File: src/servo_pulse_train_sequencer_macros.svh
// assertion helpers shared by the sequencer rtl
`ifndef SERVO_PULSE_TRAIN_SEQUENCER_MACROS_SVH
`define SERVO_PULSE_TRAIN_SEQUENCER_MACROS_SVH

// condition must hold at every edge out of reset
`define SPTS_CHECK(label, cond, msg) \
   label: assert property (@(posedge clock) disable iff (reset) (cond)) else $error(msg);

// consequence must hold in the cycle after the antecedent
`define SPTS_CHECK_NEXT(label, ante, cons, msg) \
   label: assert property (@(posedge clock) disable iff (reset) (ante) |=> (cons)) \
      else $error(msg);

`endif

File: src/spts_pkg.sv
package spts_pkg;

   localparam int ACTION_BITS    = 2;
   localparam int CHANNEL_BITS   = 3;
   localparam int REQ_WIDTH_BITS = 16;
   localparam int CUR_BITS       = 4;
   localparam int TOTAL_BITS     = 19;
   localparam int ELAPSED_BITS   = 21;
   localparam int EXTRA_BITS     = 3;
   localparam int HMS_BITS       = 14;
   localparam int FRAME_BITS     = 20;
   localparam int CSR_INDEX_BITS = 2;
   localparam int CSR_DATA_BITS  = 20;
   localparam int BASE_CHANNELS  = 4;

   localparam logic [ELAPSED_BITS-1:0] ELAPSED_MAX = '1;
   localparam logic [HMS_BITS-1:0]     HMS_RESET   = 14'd1000;
   localparam logic [FRAME_BITS-1:0]   FRAME_RESET = 20'd20000;

   // request actions
   localparam logic [ACTION_BITS-1:0] ACT_TICK  = 2'd0;
   localparam logic [ACTION_BITS-1:0] ACT_SET   = 2'd1;
   localparam logic [ACTION_BITS-1:0] ACT_START = 2'd2;
   localparam logic [ACTION_BITS-1:0] ACT_CLEAR = 2'd3;

   // register map
   localparam logic [CSR_INDEX_BITS-1:0] CSR_EXTRA = 2'd0;
   localparam logic [CSR_INDEX_BITS-1:0] CSR_ARMED = 2'd1;
   localparam logic [CSR_INDEX_BITS-1:0] CSR_HMS   = 2'd2;
   localparam logic [CSR_INDEX_BITS-1:0] CSR_FRAME = 2'd3;

   typedef struct packed {
      logic [EXTRA_BITS-1:0] extra_channels;
      logic                  armed;
      logic [HMS_BITS-1:0]   half_ms_ticks;
      logic [FRAME_BITS-1:0] frame_ticks;
   } cfg_type;

   typedef struct packed {
      logic [ACTION_BITS-1:0]    action;
      logic [CHANNEL_BITS-1:0]   channel;
      logic [REQ_WIDTH_BITS-1:0] width;
   } item_type;

   typedef struct packed {
      logic                  clock_pulse;
      logic                  shift_data;
      logic                  shift_reset;
      logic                  frame_done;
      logic [CUR_BITS-1:0]   channel_now;
      logic [TOTAL_BITS-1:0] total_width;
   } result_type;

endpackage

File: src/spts_width_mem.sv
module spts_width_mem import spts_pkg::*; #(
   parameter int DEPTH     = 8,
   parameter int DATA_BITS = 16,
   parameter logic [DATA_BITS-1:0] RESET_VALUE = '0,
   localparam int AW = $clog2(DEPTH)
) (
   input  logic                 clock,
   input  logic                 reset,
   input  logic                 wr_en,
   input  logic [AW-1:0]        wr_addr,
   input  logic [DATA_BITS-1:0] wr_data,
   input  logic                 rd_en,
   input  logic [AW-1:0]        ra_addr,
   input  logic [AW-1:0]        rb_addr,
   output logic [DATA_BITS-1:0] ra_data,
   output logic [DATA_BITS-1:0] rb_data
);

   logic [DATA_BITS-1:0] mem_ff [DEPTH];
   logic [DEPTH-1:0]     valid_ff;
   logic [DATA_BITS-1:0] ra_data_ff;
   logic [DATA_BITS-1:0] rb_data_ff;
   logic                 ra_vld_ff;
   logic                 rb_vld_ff;

   // entries never written read as the reset width
   always_ff @(posedge clock) begin
      if (reset) begin
         valid_ff <= '0;
      end else if (wr_en) begin
         valid_ff[wr_addr] <= 1'b1;
      end
   end

   // write-first: a read of the entry being written returns the new value
   always_ff @(posedge clock) begin
      if (wr_en) begin
         mem_ff[wr_addr] <= wr_data;
      end
      if (rd_en) begin
         if (wr_en && wr_addr == ra_addr) begin
            ra_data_ff <= wr_data;
            ra_vld_ff  <= 1'b1;
         end else begin
            ra_data_ff <= mem_ff[ra_addr];
            ra_vld_ff  <= valid_ff[ra_addr];
         end
         if (wr_en && wr_addr == rb_addr) begin
            rb_data_ff <= wr_data;
            rb_vld_ff  <= 1'b1;
         end else begin
            rb_data_ff <= mem_ff[rb_addr];
            rb_vld_ff  <= valid_ff[rb_addr];
         end
      end
   end

   assign ra_data = ra_vld_ff ? ra_data_ff : RESET_VALUE;
   assign rb_data = rb_vld_ff ? rb_data_ff : RESET_VALUE;

endmodule

File: src/spts_core.sv
`include "servo_pulse_train_sequencer_macros.svh"

module spts_core import spts_pkg::*; #(
   parameter int MAX_CHANNELS = 8,
   parameter int START_DELAY  = 128,
   parameter int WIDTH_BITS   = 16
) (
   input  logic                    clock,
   input  logic                    reset,
   input  cfg_type                 cfg,
   input  logic                    load,
   input  logic [CHANNEL_BITS-1:0] req_channel,
   input  logic                    commit,
   input  item_type                item,
   output result_type              result
);

   localparam int AW       = $clog2(MAX_CHANNELS);
   localparam int CD_BITS  = (WIDTH_BITS > $clog2(START_DELAY + 1)) ?
                             WIDTH_BITS : $clog2(START_DELAY + 1);
   localparam int NSUM     = MAX_CHANNELS - BASE_CHANNELS + 1;
   localparam int TOT_BITS = WIDTH_BITS + 3;
   localparam int CB       = ((WIDTH_BITS > REQ_WIDTH_BITS) ? WIDTH_BITS : REQ_WIDTH_BITS) + 1;
   localparam int ES_BITS  = ((WIDTH_BITS > ELAPSED_BITS) ? WIDTH_BITS : ELAPSED_BITS) + 1;
   localparam logic [WIDTH_BITS-1:0] RESET_WIDTH = WIDTH_BITS'(HMS_RESET);
   localparam logic [CB-1:0]         WMASK_EXT   = CB'((1 << WIDTH_BITS) - 1);
   localparam logic [CUR_BITS-1:0]   MAX_CUR     = CUR_BITS'(MAX_CHANNELS);

   logic [CUR_BITS-1:0]     cur_ff, cur_in;
   logic [ELAPSED_BITS-1:0] elapsed_ff, elapsed_in;
   logic [CD_BITS-1:0]      countdown_ff, countdown_in;
   logic                    done_ff, done_in;
   logic                    rst_line_ff, rst_line_in;
   logic [TOT_BITS-1:0]     sum_ff [NSUM];
   logic [TOT_BITS-1:0]     sum_in [NSUM];

   logic [WIDTH_BITS-1:0]   wa, wb;
   logic                    wr_en;
   logic [WIDTH_BITS-1:0]   wr_data;
   logic [AW-1:0]           ra_addr, rb_addr;
   logic [CUR_BITS-1:0]     n_full, n_act;
   logic [CB-1:0]           lo, hi, wreq, clamped;
   logic                    pulse, data;
   logic [TOT_BITS-1:0]     tot_sel;

   // active output count, saturated at the table size
   assign n_full = CUR_BITS'(BASE_CHANNELS) + CUR_BITS'(cfg.extra_channels);
   assign n_act  = (n_full > MAX_CUR) ? MAX_CUR : n_full;

   // width clamp to [2, 4] half-millisecond units
   always_comb begin
      lo   = CB'(cfg.half_ms_ticks) << 1;
      hi   = CB'(cfg.half_ms_ticks) << 2;
      wreq = CB'(item.width);
      if (lo > WMASK_EXT) lo = WMASK_EXT;
      if (hi > WMASK_EXT) hi = WMASK_EXT;
      if (wreq < lo) begin
         clamped = lo;
      end else if (wreq > hi) begin
         clamped = hi;
      end else begin
         clamped = wreq;
      end
   end

   assign wr_data = clamped[WIDTH_BITS-1:0];

   always_comb begin
      logic [ES_BITS-1:0]  esum;
      logic [CUR_BITS-1:0] cur_inc;
      cur_in       = cur_ff;
      elapsed_in   = elapsed_ff;
      countdown_in = countdown_ff;
      done_in      = done_ff;
      rst_line_in  = rst_line_ff;
      pulse        = 1'b0;
      data         = 1'b0;
      wr_en        = 1'b0;
      esum         = ES_BITS'(elapsed_ff) + ES_BITS'(wa);
      cur_inc      = cur_ff + CUR_BITS'(1);
      if (commit) begin
         unique case (item.action)
            ACT_TICK: begin
               if (!done_ff && cur_ff < n_act) begin
                  if (countdown_ff > CD_BITS'(1)) begin
                     countdown_in = countdown_ff - CD_BITS'(1);
                  end else begin
                     pulse        = 1'b1;
                     elapsed_in   = (esum > ES_BITS'(ELAPSED_MAX)) ?
                                    ELAPSED_MAX : esum[ELAPSED_BITS-1:0];
                     countdown_in = CD_BITS'(wa);
                     if (cur_inc == n_act) begin
                        // last channel repeats until the frame time is passed
                        if (elapsed_in > ELAPSED_BITS'(cfg.frame_ticks)) begin
                           done_in = 1'b1;
                           cur_in  = cur_inc;
                        end
                     end else begin
                        cur_in = cur_inc;
                     end
                  end
               end
            end
            ACT_SET: begin
               wr_en = ({1'b0, item.channel} < MAX_CUR);
            end
            ACT_START: begin
               cur_in       = '0;
               done_in      = 1'b0;
               elapsed_in   = '0;
               countdown_in = CD_BITS'(START_DELAY);
               rst_line_in  = cfg.armed;
               pulse        = 1'b1;
               data         = 1'b1;
            end
            ACT_CLEAR: begin
               done_in = 1'b0;
            end
            default: begin
            end
         endcase
      end
   end

   // running totals per active count, updated by the write delta
   always_comb begin
      for (int k = 0; k < NSUM; k++) begin
         sum_in[k] = sum_ff[k];
         if (wr_en && (k + BASE_CHANNELS) > int'(item.channel)) begin
            sum_in[k] = sum_ff[k] + TOT_BITS'(wr_data) - TOT_BITS'(wb);
         end
      end
      tot_sel = sum_in[0];
      for (int k = 0; k < NSUM; k++) begin
         if (n_act == CUR_BITS'(k + BASE_CHANNELS)) tot_sel = sum_in[k];
      end
   end

   always_ff @(posedge clock) begin
      if (reset) begin
         cur_ff       <= '0;
         elapsed_ff   <= '0;
         countdown_ff <= CD_BITS'(START_DELAY);
         done_ff      <= 1'b0;
         rst_line_ff  <= 1'b0;
         for (int k = 0; k < NSUM; k++) begin
            sum_ff[k] <= TOT_BITS'((k + BASE_CHANNELS) * RESET_WIDTH);
         end
      end else begin
         cur_ff       <= cur_in;
         elapsed_ff   <= elapsed_in;
         countdown_ff <= countdown_in;
         done_ff      <= done_in;
         rst_line_ff  <= rst_line_in;
         for (int k = 0; k < NSUM; k++) begin
            sum_ff[k] <= sum_in[k];
         end
      end
   end

   // reads follow the state left by the request committing this cycle
   assign ra_addr = (cur_in < MAX_CUR) ? cur_in[AW-1:0] : '0;
   assign rb_addr = ({1'b0, req_channel} < MAX_CUR) ? req_channel[AW-1:0] : '0;

   spts_width_mem #(
      .DEPTH       (MAX_CHANNELS),
      .DATA_BITS   (WIDTH_BITS),
      .RESET_VALUE (RESET_WIDTH)
   ) u_mem (
      .clock   (clock),
      .reset   (reset),
      .wr_en   (wr_en),
      .wr_addr (item.channel[AW-1:0]),
      .wr_data (wr_data),
      .rd_en   (load),
      .ra_addr (ra_addr),
      .rb_addr (rb_addr),
      .ra_data (wa),
      .rb_data (wb)
   );

   assign result.clock_pulse = pulse;
   assign result.shift_data  = data;
   assign result.shift_reset = rst_line_in;
   assign result.frame_done  = done_in;
   assign result.channel_now = cur_in;
   assign result.total_width = TOTAL_BITS'(tot_sel);

   `SPTS_CHECK(a_done_at_end, !done_ff || cur_ff >= CUR_BITS'(BASE_CHANNELS), "done before last channel")
   `SPTS_CHECK(a_cur_range, cur_ff <= MAX_CUR, "current channel past table")
   `SPTS_CHECK_NEXT(a_elapsed_grows, commit && item.action != ACT_START, elapsed_ff >= $past(elapsed_ff), "elapsed went down within a frame")

endmodule
File: config.mk
export PLATFORM = sky130hd
export DESIGN_NAME = spts_core
export DESIGN_NICKNAME = d
export VERILOG_FILES = /design/src/spts_pkg.sv /design/src/spts_width_mem.sv /design/src/spts_core.sv
export VERILOG_INCLUDE_DIRS = /design/src /design/src/src
export SDC_FILE = /design/constraint.sdc
export NUM_CORES = 1
export LEC_CHECK = 0
export ABC_AREA = 1
export BUFFER_PORTS_ARGS = -buffer_cell sky130_fd_sc_hd__buf_2
export CELL_PAD_IN_SITES_DETAIL_PLACEMENT = 0
export CELL_PAD_IN_SITES_GLOBAL_PLACEMENT = 1
export CORE_MARGIN = 5
export CORE_UTILIZATION = 30
export DETAILED_ROUTE_END_ITERATION = 12
export PLACE_DENSITY_LB_ADDON = 0.1
export SYNTH_ARGS = -nofsm -noshare
export SYNTH_HDL_FRONTEND = slang
export SYNTH_SLANG_ARGS = --single-unit
File: constraint.sdc
create_clock -name clock -period 7.23 [get_ports clock]
set_clock_uncertainty 0.1 [all_clocks]
set_input_delay 1.0845 -clock clock [delete_from_list [all_inputs] [get_ports clock]]
set_output_delay 1.0845 -clock clock [all_outputs]
set_load 0.03 [all_outputs]
==> impl_table.tex, run 1 <==
\begin{tabular}{lr}
\hline
Metric & Value \\
\hline
\multicolumn{2}{l}{\textbf{STA}} \\
\quad Headroom to the max-slew limit & 23.5\% \\
\quad Slew Limit Fails & 0 \\
\quad Share of the cycle needed by the critical path after routing & 101\% \\
\quad RSZ-0062 raised after global routing & yes \\
\quad Post-route worst setup slack & -0.0370 ns \\
\quad Fin crit period & around 7.3 ns \\
\quad Setup TNS & -0.0663 ns \\
\quad \# setup viols final & 3 \\
\quad Slew at the pin closest to its max-slew limit & roughly 1.1 ns \\
\quad Number of hold violations in the final report & 0 \\
\quad Highest attainable clock frequency & between 100 and 150 MHz \\
\multicolumn{2}{l}{\textbf{Global routing}} \\
\quad Global router's overall resource usage & 21.4\% \\
\quad Number of global-route vias before repair & $\sim$24,000 \\
\quad Antenna violations before repair & 2 \\
\quad Largest net degree at the start of global routing & 89 \\
\quad Grt total ovfl & 0 \\
\quad Global-route wire length before repair & 143,000 um \\
\multicolumn{2}{l}{\textbf{Critical path}} \\
\quad CP most frequent cell & sky130\_fd\_sc\_hd\_\_buf\_6 \\
\quad Maximum fanout encountered on the critical timing path & 7 \\
\quad Slowest stage cell on the critical path & sky130\_fd\_sc\_hd\_\_fa\_1 \\
\quad Required time of the critical path & just over 6 ns \\
\quad Critical path endpoint category & primary output \\
\quad Register-to-Register Path Depth & 34 \\
\quad Cell type group with the largest total delay on the critical path & compound AO/OA/AOI/OAI gates \\
\quad Type of origin of the critical path & input port \\
\quad Kind of critical path & input port to primary output \\
\quad Peak per-stage delay on the critical path & 0.52 ns \\
\quad Worst endpoint data arrival time & 6.08 ns \\
\quad Total number of cells along the worst setup path & 34 \\
\quad Worst path buffer plus inverter count & 11 \\
\multicolumn{2}{l}{\textbf{Finish}} \\
\quad Count of non-filler cells in the finished layout & 4,762 \\
\quad Proportion of layout cells with a drive suffix above 1 & 24.7\% \\
\quad Fill cell count & about 8,200 \\
\quad Post-route cell area & roughly 31,000 sq um \\
\quad Most common cell after layout, fill and taps aside & sky130\_fd\_sc\_hd\_\_nand2\_1 \\
\quad Number of nets in the final layout & roughly 4,000 \\
\quad Most frequent cells in the layout & sky130\_fd\_sc\_hd\_\_nand2\_1, sky130\_fd\_sc\_hd\_\_inv\_1, sky130\_fd\_sc\_hd\_\_buf\_4, sky130\_fd\_sc\_hd\_\_nand3\_1, sky130\_fd\_sc\_hd\_\_o21ai\_0 \\
\quad Area growth from synthesis to layout & 31.0\% \\
\multicolumn{2}{l}{\textbf{Power and ir drop}} \\
\quad Power consumption & 7.79 mW \\
\quad Power density normalized to cell area & about 250 nW/um\^{}2 \\
\quad VDD IR max & 0.145 mV \\
\quad Static leakage power & 14.7 nW \\
\multicolumn{2}{l}{\textbf{Synthesis}} \\
\quad Share of synthesized registers carrying an async set or reset & 0\% \\
\quad Cells after Synth & 3,238 \\
\quad Fraction of the yosys area taken by sequential cells & between 30\% and 40\% \\
\quad Number of synthesized register bits & just over 300 \\
\quad Area fraction of the dominant cell type after synthesis & 20.2\% \\
\quad Number of distinct library cells after synthesis & 57 \\
\quad Prevailing post-synth register cell & sky130\_fd\_sc\_hd\_\_edfxtp\_1 \\
\quad EDFF count, synth & 162 \\
\quad Cell taking the most area after synthesis & sky130\_fd\_sc\_hd\_\_edfxtp\_1 \\
\quad Mean Syn Cell Area & 7.43 sq um \\
\quad Cell area after technology mapping & approximately 24,000 sq um \\
\quad Number of nets produced by synthesis & around 3,500 \\
\quad Syn. warnings & 0 \\
\quad Cells taking the most area after synthesis & sky130\_fd\_sc\_hd\_\_edfxtp\_1, sky130\_fd\_sc\_hd\_\_dfxtp\_1, sky130\_fd\_sc\_hd\_\_nand2\_1, sky130\_fd\_sc\_hd\_\_ha\_1, sky130\_fd\_sc\_hd\_\_inv\_1 \\
\multicolumn{2}{l}{\textbf{Hold path}} \\
\quad Number of cells on the worst hold path & 2 \\
\quad Hold WC Path Type & flip-flop to flip-flop \\
\multicolumn{2}{l}{\textbf{Placement}} \\
\quad Port buffer count & 92 \\
\quad Inst Count DP & 4,627 \\
\quad Final Wtd Congestion & 0.878 \\
\quad Area after DPL & between 20,000 and 30,000 sq um \\
\quad Detailed-placement wirelength estimate & 69,000 um \\
\quad Dpl ws & -0.660 ns \\
\multicolumn{2}{l}{\textbf{Clocking}} \\
\quad Maximum root-to-sink buffer count & 3 \\
\quad Clock Sink Count & between 300 and 400 \\
\quad Clock latency on the worst-skew pair & 0.60 ns \\
\quad Number of buffers created by CTS & between 40 and 50 \\
\quad Clock Pin Slew Worst Setup and Hold Paths & 0.06 ns \\
\quad H-tree lvl count & 2 \\
\quad Clk Tree Root Cell & sky130\_fd\_sc\_hd\_\_clkbuf\_16 \\
\quad TritonCTS clock tree & done \\
\multicolumn{2}{l}{\textbf{Drt}} \\
\quad Post-detailed-route wirelength per cell & 19.8 um \\
\quad First-pass DRT Iterations & 6 \\
\quad Post-route DRC violation count & 0 \\
\quad Mean number of vias per cell & between 4 and 5 \\
\quad Via total after detailed routing & between 20,000 and 25,000 \\
\quad Total detailed-routing wirelength & 94,500 um \\
\quad Remaining antenna violation count after routing & 0 \\
\quad Starting DRC count in detailed routing & 1,484 \\
\multicolumn{2}{l}{\textbf{Floorplan}} \\
\quad I/O pins & 93 \\
\quad Initial Util & 30.3\% \\
\quad Die footprint & 85,900 sq um \\
\quad Overall die width & just under 300 um \\
\quad Cell row count & 103 \\
\quad Die boundary height & 293 um \\
\quad Core footprint & roughly 79,000 sq um \\
\multicolumn{2}{l}{\textbf{Status}} \\
\quad Violated checks & setup timing \\
\quad Run status & finished with violations \\
\multicolumn{2}{l}{\textbf{Job}} \\
\quad Number of maximum-capacitance constraint violations & 0 \\
\hline
\end{tabular}
## cell usage after synthesis (4+ instances only)
cell	count
sky130_fd_sc_hd__a31oi_1	19
sky130_fd_sc_hd__o21bai_1	7
sky130_fd_sc_hd__mux2i_1	7
sky130_fd_sc_hd__o21ai_0	291
sky130_fd_sc_hd__o211ai_1	23
sky130_fd_sc_hd__o31ai_1	11
sky130_fd_sc_hd__nor3_1	31
sky130_fd_sc_hd__nand3_1	300
sky130_fd_sc_hd__nand2_1	629
sky130_fd_sc_hd__a21oi_2	4
sky130_fd_sc_hd__xnor2_1	27
sky130_fd_sc_hd__or2_2	16
sky130_fd_sc_hd__nor2_1	232
sky130_fd_sc_hd__nand2_2	14
sky130_fd_sc_hd__buf_2	23
sky130_fd_sc_hd__a221oi_1	13
sky130_fd_sc_hd__inv_1	520
sky130_fd_sc_hd__nor2_2	4
sky130_fd_sc_hd__ha_1	163
sky130_fd_sc_hd__nand2_4	4
sky130_fd_sc_hd__nor4_1	5
sky130_fd_sc_hd__buf_4	9
sky130_fd_sc_hd__o22ai_1	8
sky130_fd_sc_hd__a211oi_1	9
sky130_fd_sc_hd__nand3b_1	18
sky130_fd_sc_hd__nor2_4	4
sky130_fd_sc_hd__xor2_1	60
sky130_fd_sc_hd__o21a_1	6
sky130_fd_sc_hd__nand3_2	5
sky130_fd_sc_hd__a22oi_1	9
sky130_fd_sc_hd__fa_1	81
sky130_fd_sc_hd__o221ai_1	6
sky130_fd_sc_hd__a21o_1	7
sky130_fd_sc_hd__edfxtp_1	162
sky130_fd_sc_hd__dfxtp_1	146
sky130_fd_sc_hd__buf_1	4
sky130_fd_sc_hd__clkbuf_1	87
sky130_fd_sc_hd__a21oi_1	220
sky130_fd_sc_hd__inv_2	5
sky130_fd_sc_hd__nand4_1	18
## registers in the layout (all words and copies together) (netlist names)
register,flops
u_mem.mem_ff,128
rst_line_ff,1
elapsed_ff,21
u_mem.rb_vld_ff,1
done_ff,1
cur_ff,4
u_mem.ra_vld_ff,1
sum_ff,95
u_mem.ra_data_ff,16
u_mem.valid_ff,8
u_mem.rb_data_ff,16
countdown_ff,16
## worst register-to-register path: cells and delay by family (launching register included)
family	cells	cell delay, ns
AOI/OAI and AO/OA	3	0.73
xor gates and xnor gates	1	0.11
adders and majority gates	2	0.73
buffers and inverters	4	0.80
DFF	1	0.45
and+or+nand+nor	24	3.15
## report_power, final
group | total [mW] | internal (mW) | leakage [nW] | switching (mW)
Clock | 2.03 | 1.14 | 0.627 | 0.895
Sequential | 1.97 | 1.93 | 2.61 | 0.0376
Combinational | 3.79 | 1.73 | 11.4 | 2.06
## layer usage
metal	vias up	global-route usage (%)	part of all wire (%)
li1	11600	-	-
met1	11300	26.8	43
met2	604	37.7	48
met3	164	3.00	4.7
met4	0	7.76	4.1
met5	-	0	0
## timing repair
action / 4_1_cts / 5_1_grt
hold buffers: 0 / 0
gates resized for setup: 237 / 166
pin swaps: 81 / 118
gates cloned: 1 / 0
setup buffers: 28 / 30
endpoints found under the setup margin: 14 / 24
hold endpoints to repair: 0 / 0
## cell type report
cell class | count | area (sq um) | area share (%)
clock inverters | 22 | 190 | 0.604
repair buffers | 522 | 3980 | 12.6
clock buffers | 54 | 1120 | 3.54
flip-flops and latches | 308 | 7790 | 24.7
diodes | 2 | 5.00 | 0.0159
well taps | 1050 | 1310 | 4.17
multi-input cells | 2277 | 15100 | 48.0
inverters | 527 | 1990 | 6.31
## cells by family (layout without fill, tap and decap cells)
family / after synthesis / after routing / share of synthesized area (%)
buffers and inverters: 653 / 1125 / 10.5
AND/OR/NAND/NOR: 1293 / 1293 / 23.5
flip-flops: 308 / 308 / 32.4
XOR/XNOR: 87 / 87 / 3.17
other: 0 / 2 / 0
multiplexers: 7 / 7 / 0.291
adder cells (fa/ha/maj): 244 / 244 / 15.2
AO/OA/AOI/OAI: 646 / 646 / 14.9
## through the flow
step / hold slack (ns) / utilization [%]
2_1_floorplan: 0.345 / -
3_3_place_gp: 0.353 / 35.6
3_5_place_dp: 0.357 / 35.6
4_1_cts: 0.366 / 38.6
5_1_grt: 0.383 / 39.7
6_report: 0.365 / 39.7
## path summary, 6_finish.rpt
kind | start | end | slack [ns]
setup / recovery | cfg[21] | result[16] | -0.04
hold / removal | countdown_ff[15]$_SDFFE_PP0P_ | countdown_ff[15]$_SDFFE_PP0P_ | 0.37
setup reg to reg | u_mem.ra_vld_ff$_SDFFCE_PP1P_ | u_mem.ra_data_ff[1]$_DFFE_PP_ | 0.85
hold reg to reg | countdown_ff[15]$_SDFFE_PP0P_ | countdown_ff[15]$_SDFFE_PP0P_ | 0.37
(Power assumes the default switching activity.)
==> inputs of run 2 (changes only) <==
Settings changed: SYNTH_HIERARCHICAL set to 1.
==> run 2 against run 1 <==
The run still ends with setup timing left. Count of clock-buffer cells in the layout increased by 6. Maximum frequency up 0.26%. Register-to-register slack got worse by 0.07 ns. Design area is 0.72% lower. Sequential cell count did not move. Critical path depth is 3 higher. Combinational power about the same. Die area rose by 2.6%. Largest cell class unchanged.
==> impl_table.tex, run 2 <==
\begin{tabular}{lr}
\hline
Metric & Value \\
\hline
\multicolumn{2}{l}{\textbf{Clocking}} \\
\quad Clk Tree Root Cell & sky130\_fd\_sc\_hd\_\_clkbuf\_16 \\
\quad TritonCTS clock tree & done \\
\quad Clock latency on the worst-skew pair & 0.60 ns \\
\quad Number of buffers created by CTS & 43 \\
\quad H-tree lvl count & 2 \\
\quad Maximum root-to-sink buffer count & 3 \\
\quad Clock Pin Slew Worst Setup and Hold Paths & 0.06 ns \\
\quad Clock Sink Count & about 310 \\
\multicolumn{2}{l}{\textbf{Drt}} \\
\quad Remaining antenna violation count after routing & 0 \\
\quad First-pass DRT Iterations & 5 \\
\quad Post-route DRC violation count & 0 \\
\quad Wl on met1 & 46,700 um \\
\quad Starting DRC count in detailed routing & 1,607 \\
\quad Routed length on met3 & 6040 um \\
\quad Total detailed-routing wirelength & 94,800 um \\
\quad Post-detailed-route wirelength per cell & 19.0 um \\
\quad Met2 WL & 40,300 um \\
\quad Mean number of vias per cell & 4.80 \\
\quad Via total after detailed routing & 23,900 \\
\quad Top Metal Used & met4 \\
\multicolumn{2}{l}{\textbf{Hold path}} \\
\quad Number of cells on the worst hold path & 2 \\
\quad Hold WC Path Type & flip-flop to flip-flop \\
\quad Startpoint of the tightest hold check path & elapsed\_ff[14]\$\_SDFFE\_PP0P\_ \\
\quad Terminating pin of the worst hold path & elapsed\_ff[14]\$\_SDFFE\_PP0P\_ \\
\multicolumn{2}{l}{\textbf{Critical path}} \\
\quad Worst-case register-to-register setup slack & 0.78 ns \\
\quad Worst reg2reg endpoint & u\_mem/ra\_data\_ff[3]\$\_DFFE\_PP\_ \\
\quad Required time of the critical path & just over 6 ns \\
\quad Kind of critical path & input port to primary output \\
\quad Peak per-stage delay on the critical path & 0.51 ns \\
\quad Critical path endpoint category & primary output \\
\quad Type of origin of the critical path & input port \\
\quad Slowest stage cell on the critical path & sky130\_fd\_sc\_hd\_\_fa\_1 \\
\quad CP most frequent cell & sky130\_fd\_sc\_hd\_\_nand2\_1 \\
\quad Reg-to-reg startpoint & u\_mem/ra\_vld\_ff\$\_SDFFCE\_PP1P\_ \\
\quad Worst endpoint data arrival time & 6.06 ns \\
\quad Register-to-Register Path Depth & 39 \\
\quad Maximum fanout encountered on the critical timing path & 11 \\
\multicolumn{2}{l}{\textbf{Placement}} \\
\quad Port buffer count & 92 \\
\quad Final Wtd Congestion & 0.893 \\
\quad Area after DPL & 28,700 sq um \\
\quad Detailed-placement wirelength estimate & between 60,000 and 70,000 um \\
\multicolumn{2}{l}{\textbf{Synthesis}} \\
\quad Most repeated cell in the gate-level netlist after synthesis & sky130\_fd\_sc\_hd\_\_nand2\_1 \\
\quad Cell taking the most area after synthesis & sky130\_fd\_sc\_hd\_\_edfxtp\_1 \\
\quad Number of nets produced by synthesis & 3,814 \\
\quad Number of synthesized register bits & $\sim$300 \\
\quad Cell area after technology mapping & 24,700 sq um \\
\quad Fraction of the yosys area taken by sequential cells & about a third \\
\quad EDFF count, synth & between 150 and 200 \\
\quad Mean Syn Cell Area & 7.05 sq um \\
\quad Syn. warnings & 6 \\
\quad Share of synthesized registers carrying an async set or reset & 0\% \\
\quad Cells taking the most area after synthesis & sky130\_fd\_sc\_hd\_\_edfxtp\_1, sky130\_fd\_sc\_hd\_\_nand2\_1, sky130\_fd\_sc\_hd\_\_dfxtp\_1, sky130\_fd\_sc\_hd\_\_inv\_1, sky130\_fd\_sc\_hd\_\_ha\_1 \\
\quad Area fraction of the dominant cell type after synthesis & 19.7\% \\
\quad Cells after Synth & 3,502 \\
\quad Most used standard cells in the synthesized netlist & sky130\_fd\_sc\_hd\_\_nand2\_1, sky130\_fd\_sc\_hd\_\_inv\_1, sky130\_fd\_sc\_hd\_\_nand3\_1 \\
\quad Prevailing post-synth register cell & sky130\_fd\_sc\_hd\_\_edfxtp\_1 \\
\quad Number of distinct library cells after synthesis & 57 \\
\multicolumn{2}{l}{\textbf{Finish}} \\
\quad Leading registers by flop count & u\_mem/mem\_ff (128), sum\_ff (95), elapsed\_ff (21) \\
\quad Flip-flop count of the largest register after layout & 128 \\
\quad Proportion of layout cells with a drive suffix above 1 & 19.3\% \\
\quad Number of nets in the final layout & 4,196 \\
\quad Area growth from synthesis to layout & 26.6\% \\
\quad Most common cell after layout, fill and taps aside & sky130\_fd\_sc\_hd\_\_nand2\_1 \\
\quad Post-route cell area & 31,300 sq um \\
\quad Largest reg by FF count & u\_mem/mem\_ff \\
\quad Number of antenna diodes & 0 \\
\quad Most frequent cells in the layout & sky130\_fd\_sc\_hd\_\_nand2\_1, sky130\_fd\_sc\_hd\_\_inv\_1, sky130\_fd\_sc\_hd\_\_buf\_4, sky130\_fd\_sc\_hd\_\_nand3\_1, sky130\_fd\_sc\_hd\_\_nor2\_1 \\
\multicolumn{2}{l}{\textbf{STA}} \\
\quad \# setup viols final & 2 \\
\quad Slew at the pin closest to its max-slew limit & 1.15 ns \\
\quad RSZ-0062 raised after global routing & yes \\
\quad Slew Limit Fails & 0 \\
\quad Highest attainable clock frequency & 138 MHz \\
\quad Post-route worst setup slack & -0.0185 ns \\
\quad Headroom to the max-slew limit & a little under a quarter \\
\quad Share of the cycle needed by the critical path after routing & 100\% \\
\quad Number of hold violations in the final report & 0 \\
\quad Fin crit period & approximately 7.2 ns \\
\multicolumn{2}{l}{\textbf{Power and ir drop}} \\
\quad Power consumption & 8.03 mW \\
\quad VDD IR max & 0.170 mV \\
\quad Static leakage power & 15.4 nW \\
\quad Fraction of power spent switching nets & 38.4\% \\
\quad Power density normalized to cell area & 257 nW/um\^{}2 \\
\quad Power dissipated by switching net loads & just over 3 mW \\
\quad Clock network fraction of design power & $\sim$28\% \\
\quad Sequential group share of total power & 24.4\% \\
\quad Power share of the combinational group & approximately 47\% \\
\quad Int Power & 4.95 mW \\
\multicolumn{2}{l}{\textbf{Floorplan}} \\
\quad Initial Util & about 30\% \\
\quad Cell row count & about 110 \\
\quad Overall die width & 297 um \\
\quad Die boundary height & 297 um \\
\quad Core footprint & 81,800 sq um \\
\quad I/O pins & 93 \\
\quad Die footprint & 88,200 sq um \\
\multicolumn{2}{l}{\textbf{Job}} \\
\quad Number of maximum-capacitance constraint violations & 0 \\
\multicolumn{2}{l}{\textbf{Global routing}} \\
\quad Global router's overall resource usage & a little over a fifth \\
\quad Number of global-route vias before repair & $\sim$24,000 \\
\quad Global-route wire length before repair & 143,000 um \\
\quad Grt total ovfl & 0 \\
\quad Antenna violations before repair & 0 \\
\quad Largest net degree at the start of global routing & 70 \\
\multicolumn{2}{l}{\textbf{Status}} \\
\quad Violated checks & setup timing \\
\quad Run status & finished with violations \\
\hline
\end{tabular}
==> run 2: changes by cell type after synthesis, moves of 32 or more <==
| cell | previous run | this run |
|---|---|---|
| sky130_fd_sc_hd__nand3_1 | 300 | 366 |
| sky130_fd_sc_hd__nor2_1 | 232 | 200 |
| sky130_fd_sc_hd__nand2_1 | 629 | 917 |
| sky130_fd_sc_hd__inv_1 | 520 | 640 |
| sky130_fd_sc_hd__o21ai_0 | 291 | 189 |
==> run 2: kinds of logic (layout without fill, tap and decap cells) <==
kind of cell | Yosys count | count (layout) | share of synthesized area [%]
adders and majority gates | 246 | 246 | 14.9
DFF | 308 | 308 | 31.5
AOI/OAI and AO/OA | 509 | 509 | 11.5
and+or+nand+nor | 1590 | 1590 | 27.1
buffers and inverters | 781 | 1197 | 12.5
xor gates and xnor gates | 68 | 68 | 2.41
==> run 2: metrics by stage <==
step	instances	utilization (%)	setup TNS, ns	hold WS, ns	setup slack (ns)
global placement	4892	35.1	-2.54	0.355	-0.367
detailed placement	4892	35.1	-2.68	0.362	-0.345
finish	4988	38.2	-0.0262	0.370	-0.0185
floorplan	3502	-	0	0.345	0.170
CTS	4974	37.1	-0.0532	0.371	-0.0260
global route	4988	38.2	-2.23	0.395	-0.341
==> run 2: worst max-delay path by stage <==
| stage | from | endpoint | slack, ns | cells past startpoint |
|---|---|---|---|---|
| after floorplan | cfg[25] | result[11] | 0.17 | 31 |
| after global placement | cfg[25] | result[17] | -0.37 | 33 |
| after detailed placement | cfg[21] | result[18] | -0.34 | 36 |
| after CTS | cfg[25] | result[18] | -0.03 | 35 |
| after global routing | cfg[24] | result[18] | -0.34 | 36 |
| final | cfg[21] | result[18] | -0.02 | 37 |
==> run 2: layout make-up <==
| class | count | area, sq um |
|---|---|---|
| fillers | 8623 | 50600 |
| multi-input cells | 2413 | 14700 |
| well taps | 1070 | 1340 |
| clock inverters | 19 | 304 |
| clock buffers | 60 | 1190 |
| repair buffers | 458 | 3440 |
| flip-flops and latches | 308 | 7790 |
| inverters | 660 | 2510 |
==> run 2: repair_timing <==
action                     in CTS  in global routing
cloned                          0                  1
hold buffers                    0                  0
setup buffers                   3                 13
pin swaps                       5                 41
hold endpoints to repair        0                  0
setup endpoints to repair      13                 16
resized for setup              53                214
==> run 2: power by group through the flow <==
stage / combinational [mW] / sequential, mW / clock (mW)
5_1_grt: 4.21 / 1.97 / 2.41
3_3_place_gp: 3.39 / 2.00 / 0
4_1_cts: 3.48 / 1.96 / 2.34
6_report: 3.80 / 1.96 / 2.27
3_5_place_dp: 3.40 / 2.00 / 0
2_1_floorplan: 1.85 / 1.99 / 0
==> run 2: worst max-delay path, delay by kind of cell <==
kind                       cells  cell delay (ns)
AOI/OAI and AO/OA              6             0.70
xor gates and xnor gates       1             0.16
adders and majority gates      3             1.08
buffers and inverters         12             1.32
and+or+nand+nor               15             1.71
==> run 2: metal layers <==
metal	vias to the layer above	track usage, %
met5	-	0
met1	11200	30.9
li1	12000	-
met4	0	4.36
met2	644	31.9
met3	109	3.86
